`src/design/ptd_pkg.sv`:
```
// ----------------------------------------------------------------------------
// ptd_pkg
// Shared types and fixed field widths for the trial division prime generator.
// ----------------------------------------------------------------------------
package ptd_pkg;

	localparam int CAND_W  = 24;
	localparam int LIMIT_W = 24;
	localparam int COUNT_W = 21;

	localparam logic [COUNT_W-1:0] COUNT_MAX = '1;

	localparam logic MODE_START = 1'b0;
	localparam logic MODE_STEP  = 1'b1;

	// control tag that travels with each divisor along the cell row
	typedef struct packed {
		logic valid;
		logic last;   // table exhausted: no divisor, candidate is prime
		logic stop;   // p*p > candidate (or end of table): candidate is prime
	} ptd_tag_t;

endpackage

```
`src/design/ptd_div_cell.sv`:
```
// ----------------------------------------------------------------------------
// ptd_div_cell
// One restoring-division step: shifts in one candidate bit and subtracts the
// divisor when it fits, then hands divisor and partial remainder onward.
// ----------------------------------------------------------------------------
module ptd_div_cell import ptd_pkg::*; #(
	parameter int W = 24
) (
	input  logic         clk,
	input  logic         arst_n,
	input  logic         kill,
	input  ptd_tag_t     tag_in,
	input  logic [W-1:0] p_in,
	input  logic [W-1:0] rem_in,
	input  logic         cbit,
	output ptd_tag_t     tag_q,
	output logic [W-1:0] p_q,
	output logic [W-1:0] rem_q
);

	logic [W:0]   sh;
	logic [W:0]   diff;
	logic [W-1:0] rem_nxt;

	always_comb begin
		sh   = {rem_in, cbit};
		diff = sh - {1'b0, p_in};
		if (sh >= {1'b0, p_in}) begin
			rem_nxt = diff[W-1:0];
		end else begin
			rem_nxt = sh[W-1:0];
		end
	end

	always_ff @(posedge clk or negedge arst_n) begin
		if (!arst_n) begin
			tag_q <= '0;
		end else if (kill) begin
			tag_q <= '0;
		end else begin
			tag_q <= tag_in;
		end
	end

	always_ff @(posedge clk) begin
		p_q   <= p_in;
		rem_q <= rem_nxt;
	end

endmodule

```
`src/design/ptd_div_chain.sv`:
```
// ----------------------------------------------------------------------------
// ptd_div_chain
// Row of W division cells, MSB of the candidate first; one divisor enters per
// cycle and its remainder leaves from the last cell.
// ----------------------------------------------------------------------------
module ptd_div_chain import ptd_pkg::*; #(
	parameter int W = 24
) (
	input  logic         clk,
	input  logic         arst_n,
	input  logic         kill,
	input  logic [W-1:0] cand,
	input  ptd_tag_t     tag_in,
	input  logic [W-1:0] p_in,
	output ptd_tag_t     tag_out,
	output logic [W-1:0] rem_out
);

	ptd_tag_t     tag_c [0:W];
	logic [W-1:0] p_c   [0:W];
	logic [W-1:0] rem_c [0:W];

	assign tag_c[0] = tag_in;
	assign p_c[0]   = p_in;
	assign rem_c[0] = '0;

	for (genvar i = 0; i < W; i++) begin : g_cell
		ptd_div_cell #(.W(W)) u_cell (
			.clk    (clk),
			.arst_n (arst_n),
			.kill   (kill),
			.tag_in (tag_c[i]),
			.p_in   (p_c[i]),
			.rem_in (rem_c[i]),
			.cbit   (cand[W-1-i]),
			.tag_q  (tag_c[i+1]),
			.p_q    (p_c[i+1]),
			.rem_q  (rem_c[i+1])
		);
	end

	assign tag_out = tag_c[W];
	assign rem_out = rem_c[W];

endmodule

```
`config.mk`:
```
export PLATFORM = sky130hd
export DESIGN_NAME = ptd_div_chain
export DESIGN_NICKNAME = d
export VERILOG_FILES = /design/src/design/ptd_pkg.sv /design/src/design/ptd_div_cell.sv /design/src/design/ptd_div_chain.sv
export SDC_FILE = /design/constraint.sdc
export NUM_CORES = 2
export LEC_CHECK = 0
export ABC_AREA = 1
export BUFFER_PORTS_ARGS = -buffer_cell sky130_fd_sc_hd__buf_2
export CORE_UTILIZATION = 34
export CTS_BUF_LIST = sky130_fd_sc_hd__clkbuf_8
export CTS_CLUSTER_SIZE = 24
export DETAILED_ROUTE_END_ITERATION = 6
export PLACE_DENSITY = 0.54
export RECOVER_POWER = 25
export SKIP_CTS_REPAIR_TIMING = 1
export SLEW_MARGIN = 5
export SYNTH_ARGS = -nofsm -noshare
export SYNTH_HDL_FRONTEND = slang
export SYNTH_HIERARCHICAL = 1
export SYNTH_SLANG_ARGS = --single-unit
```
`constraint.sdc`:
```
create_clock -name clk -period 3.75 [get_ports clk]
set_clock_uncertainty 0.05 [all_clocks]
set_input_delay 0.75 -clock clk [delete_from_list [all_inputs] [get_ports clk]]
set_output_delay 0.75 -clock clk [all_outputs]
set_load 0.03 [all_outputs]
```
==> results by group <==
Timing
  • Fmax: 0.361 GHz
  • Measured slew at the worst slew-check pin: roughly 970 ps
  • Slew Limit Headroom: 35.3%
  • Fin crit period: 2770 ps
  • RSZ-0062 raised after global routing: false
  • Max Slew Vio Count: 0
  • Final setup vio count: 0
  • Final worst path period share: between 70% and 80%
  • Final Hold Viols: 0
  • Post-Route Setup TNS: 0 ps

Worst setup path
  • RR Startpoint: g_cell[10].u_cell/p_q[23]$_DFF_P_
  • Reg2reg path depth: 10
  • Critical-path cell list: inv_1 > ha_1 > inv_1 > nor2_1 > inv_1 > nor3_4 > nand3_4 > nand3_2 > nand2_1 > nand2_1
  • Worst reg-to-reg setup slack: 980 ps
  • Crit-path max FO: 25
  • Crit end category: flop
  • Reg2reg end: g_cell[11].u_cell/rem_q[17]$_DFF_P_
  • Slowest CP cell: nand3_2
  • Most used cell, CP: inv_1
  • Critical Path RT: between 4000 and 5000 ps
  • Slowest Stage Delay on Critical Path: ~540 ps
  • Crit path DAT: 3630 ps
  • Crit start category: flop
  • Crit Path Category: flop to flop

Min path
  • Worst Hold Class: input port to flop
  • Hold path depth: 3
  • Hold path startpoint: cand[11]
  • Hold EP: g_cell[12].u_cell/rem_q[0]$_DFF_P_

CTS
  • TritonCTS buffer count: 212
  • CTS Buffer Depth: 3
  • Clock sink total: between 1,000 and 1,500
  • CTS tree: done
  • Root Driver: clkbuf_8
  • Worst-Skew Late Latency: 990 ps
  • Clock-pin slew reported for the worst setup and hold paths after clock tree synthesis: 60 ps
  • # H-tree levels: 4

Route
  • Routed WL: ~260 mm
  • Drt wl/cell: 15.7 um
  • Drc violations: 0
  • Antenna Nets Post-Route: 0
  • First-pass DRT Iterations: 5
  • Initial drt markers: 6,134
  • Via count: 75,800
  • Via/cell ratio: 4.56

Floorplanning
  • DIE WIDTH: 491 um
  • Initial Utilization: 34.3%
  • Die Span Y: 491 um
  • Rows: 178
  • Io pins: 81
  • Die area: 0.241 mm2
  • Core area: roughly 0.24 mm2

Synth
  • Cell Area, Synth: 0.0812 mm2
  • Syn Inst Count: 13,000
  • Yosys warns: 6
  • Syn Area/Cell: 6.24 um2

Global routing
  • Largest net degree at the start of global routing: 73
  • Number of global-route vias before repair: 70,200
  • Initial antenna violation count: 6
  • Grt total ovfl: 0
  • GRT Total Usage: 21.3%
  • First-pass GRT wire length: 405 mm

Power
  • Leakage Power: 53.4 nW
  • Peak supply drop: 435 uV
  • Power per cell area: 880 mW/mm2

Status
  • Status: finished, final reports clean

Layout
  • Share of cells above drive strength 1: between 6 and 7%
  • Area Overhead vs Synth: 11.4%
  • Fillers: roughly 26,000
  • Post-route cell area: 0.0904 mm2
  • Final nets: 13,900

Run
  • Max-cap violations: 0

Placed design
  • Placed Area: 0.0849 mm2
  • Port buffer count: 80
  • DP HPWL: 212 mm
  • Final GP Congestion: 0.924
## flip-flops by register name (all words and copies together), names as in the netlist
register	cells
g_cell.u_cell/rem_q	576
g_cell.u_cell/p_q	552
g_cell.u_cell/tag_q	72
## routing by layer
layer | GRT usage, % | vias up | routed length, um
li1 | - | 40100 | -
met5 | 0 | - | 0
met3 | 2.43 | 326 | 13500
met2 | 34.2 | 1849 | 115000
met4 | 5.41 | 0 | 6080
met1 | 30.0 | 33500 | 127000
## cell type report
type                    count  area [um2]  share of cell area, %
well taps                3150        3940                   4.36
clock buffers             269        3700                   4.10
clock inverters           126        1330                   1.47
inverters                2842       10700                   11.8
diodes                      8        20.0                 0.0221
repair buffers            181        1260                   1.40
flip-flops and latches   1200       24400                   27.0
multi-input cells        8830       45100                   49.9
## critical path, delay by kind of cell, from the launching register on
kind | cells | cell delay, ps
buffers and inverters | 3 | 260
flip-flops | 1 | 500
adder cells (fa/ha/maj) | 1 | 330
AND/OR/NAND/NOR | 6 | 1520
## power breakdown
part / internal, mW / switching, mW
Sequential: 16.6 / 3.28
Combinational: 14.9 / 30.5
Clock: 8.15 / 6.05
## metrics by stage
stage | power, mW | worst slack, ps | utilization, % | hold slack [ps] | instances
CTS | 79.7 | 951 | 38.1 | -298 | 16600
global route | 87.1 | 739 | 38.3 | 1.39 | 16600
detailed placement | 65.0 | 778 | 35.9 | 285 | 16200
finish | 79.5 | 982 | 38.3 | 59.5 | 16600
floorplan | 52.9 | 1500 | - | 281 | 13100
global placement | 65.1 | 769 | 35.9 | 285 | 16200
## worst max path at each step
stage          slack, ps                                  end                              start  cells after the start
2_1_floorplan       1500  g_cell[18].u_cell/rem_q[12]$_DFF_P_                            cand[5]                     15
3_3_place_gp         770   g_cell[0].u_cell/rem_q[20]$_DFF_P_                            p_in[3]                     11
3_5_place_dp         780   g_cell[0].u_cell/rem_q[23]$_DFF_P_                            p_in[3]                     11
4_1_cts              950  g_cell[11].u_cell/rem_q[17]$_DFF_P_  g_cell[10].u_cell/p_q[23]$_DFF_P_                     10
5_1_grt              740  g_cell[11].u_cell/rem_q[13]$_DFF_P_  g_cell[10].u_cell/p_q[23]$_DFF_P_                     10
6_report             980  g_cell[11].u_cell/rem_q[17]$_DFF_P_  g_cell[10].u_cell/p_q[23]$_DFF_P_                     10
## placed cells by master, fill, tap and decap left out, types with 17 or more instances in the layout
master / instances
nand2_1: 5287
inv_1: 2806
dfxtp_1: 1128
nand4_1: 738
nor2_1: 727
ha_1: 576
nand3_1: 521
clkbuf_8: 269
a21oi_1: 251
xor2_1: 229
nor2_2: 79
dfrtp_1: 72
inv_2: 71
buf_2: 67
buf_4: 55
conb_1: 50
dlygate4sd3_1: 47
clkinv_2: 42
nand3_4: 41
nand3b_1: 31
or2_2: 30
and2_1: 30
nand2_2: 24
o21a_1: 24
a21oi_4: 24
nor3_2: 24
fa_1: 24
bufinv_16: 23
nor3_4: 23
nand4_4: 18
or2_1: 17
o21ai_0: 17
xnor2_1: 17
(Power assumes the default switching activity.)
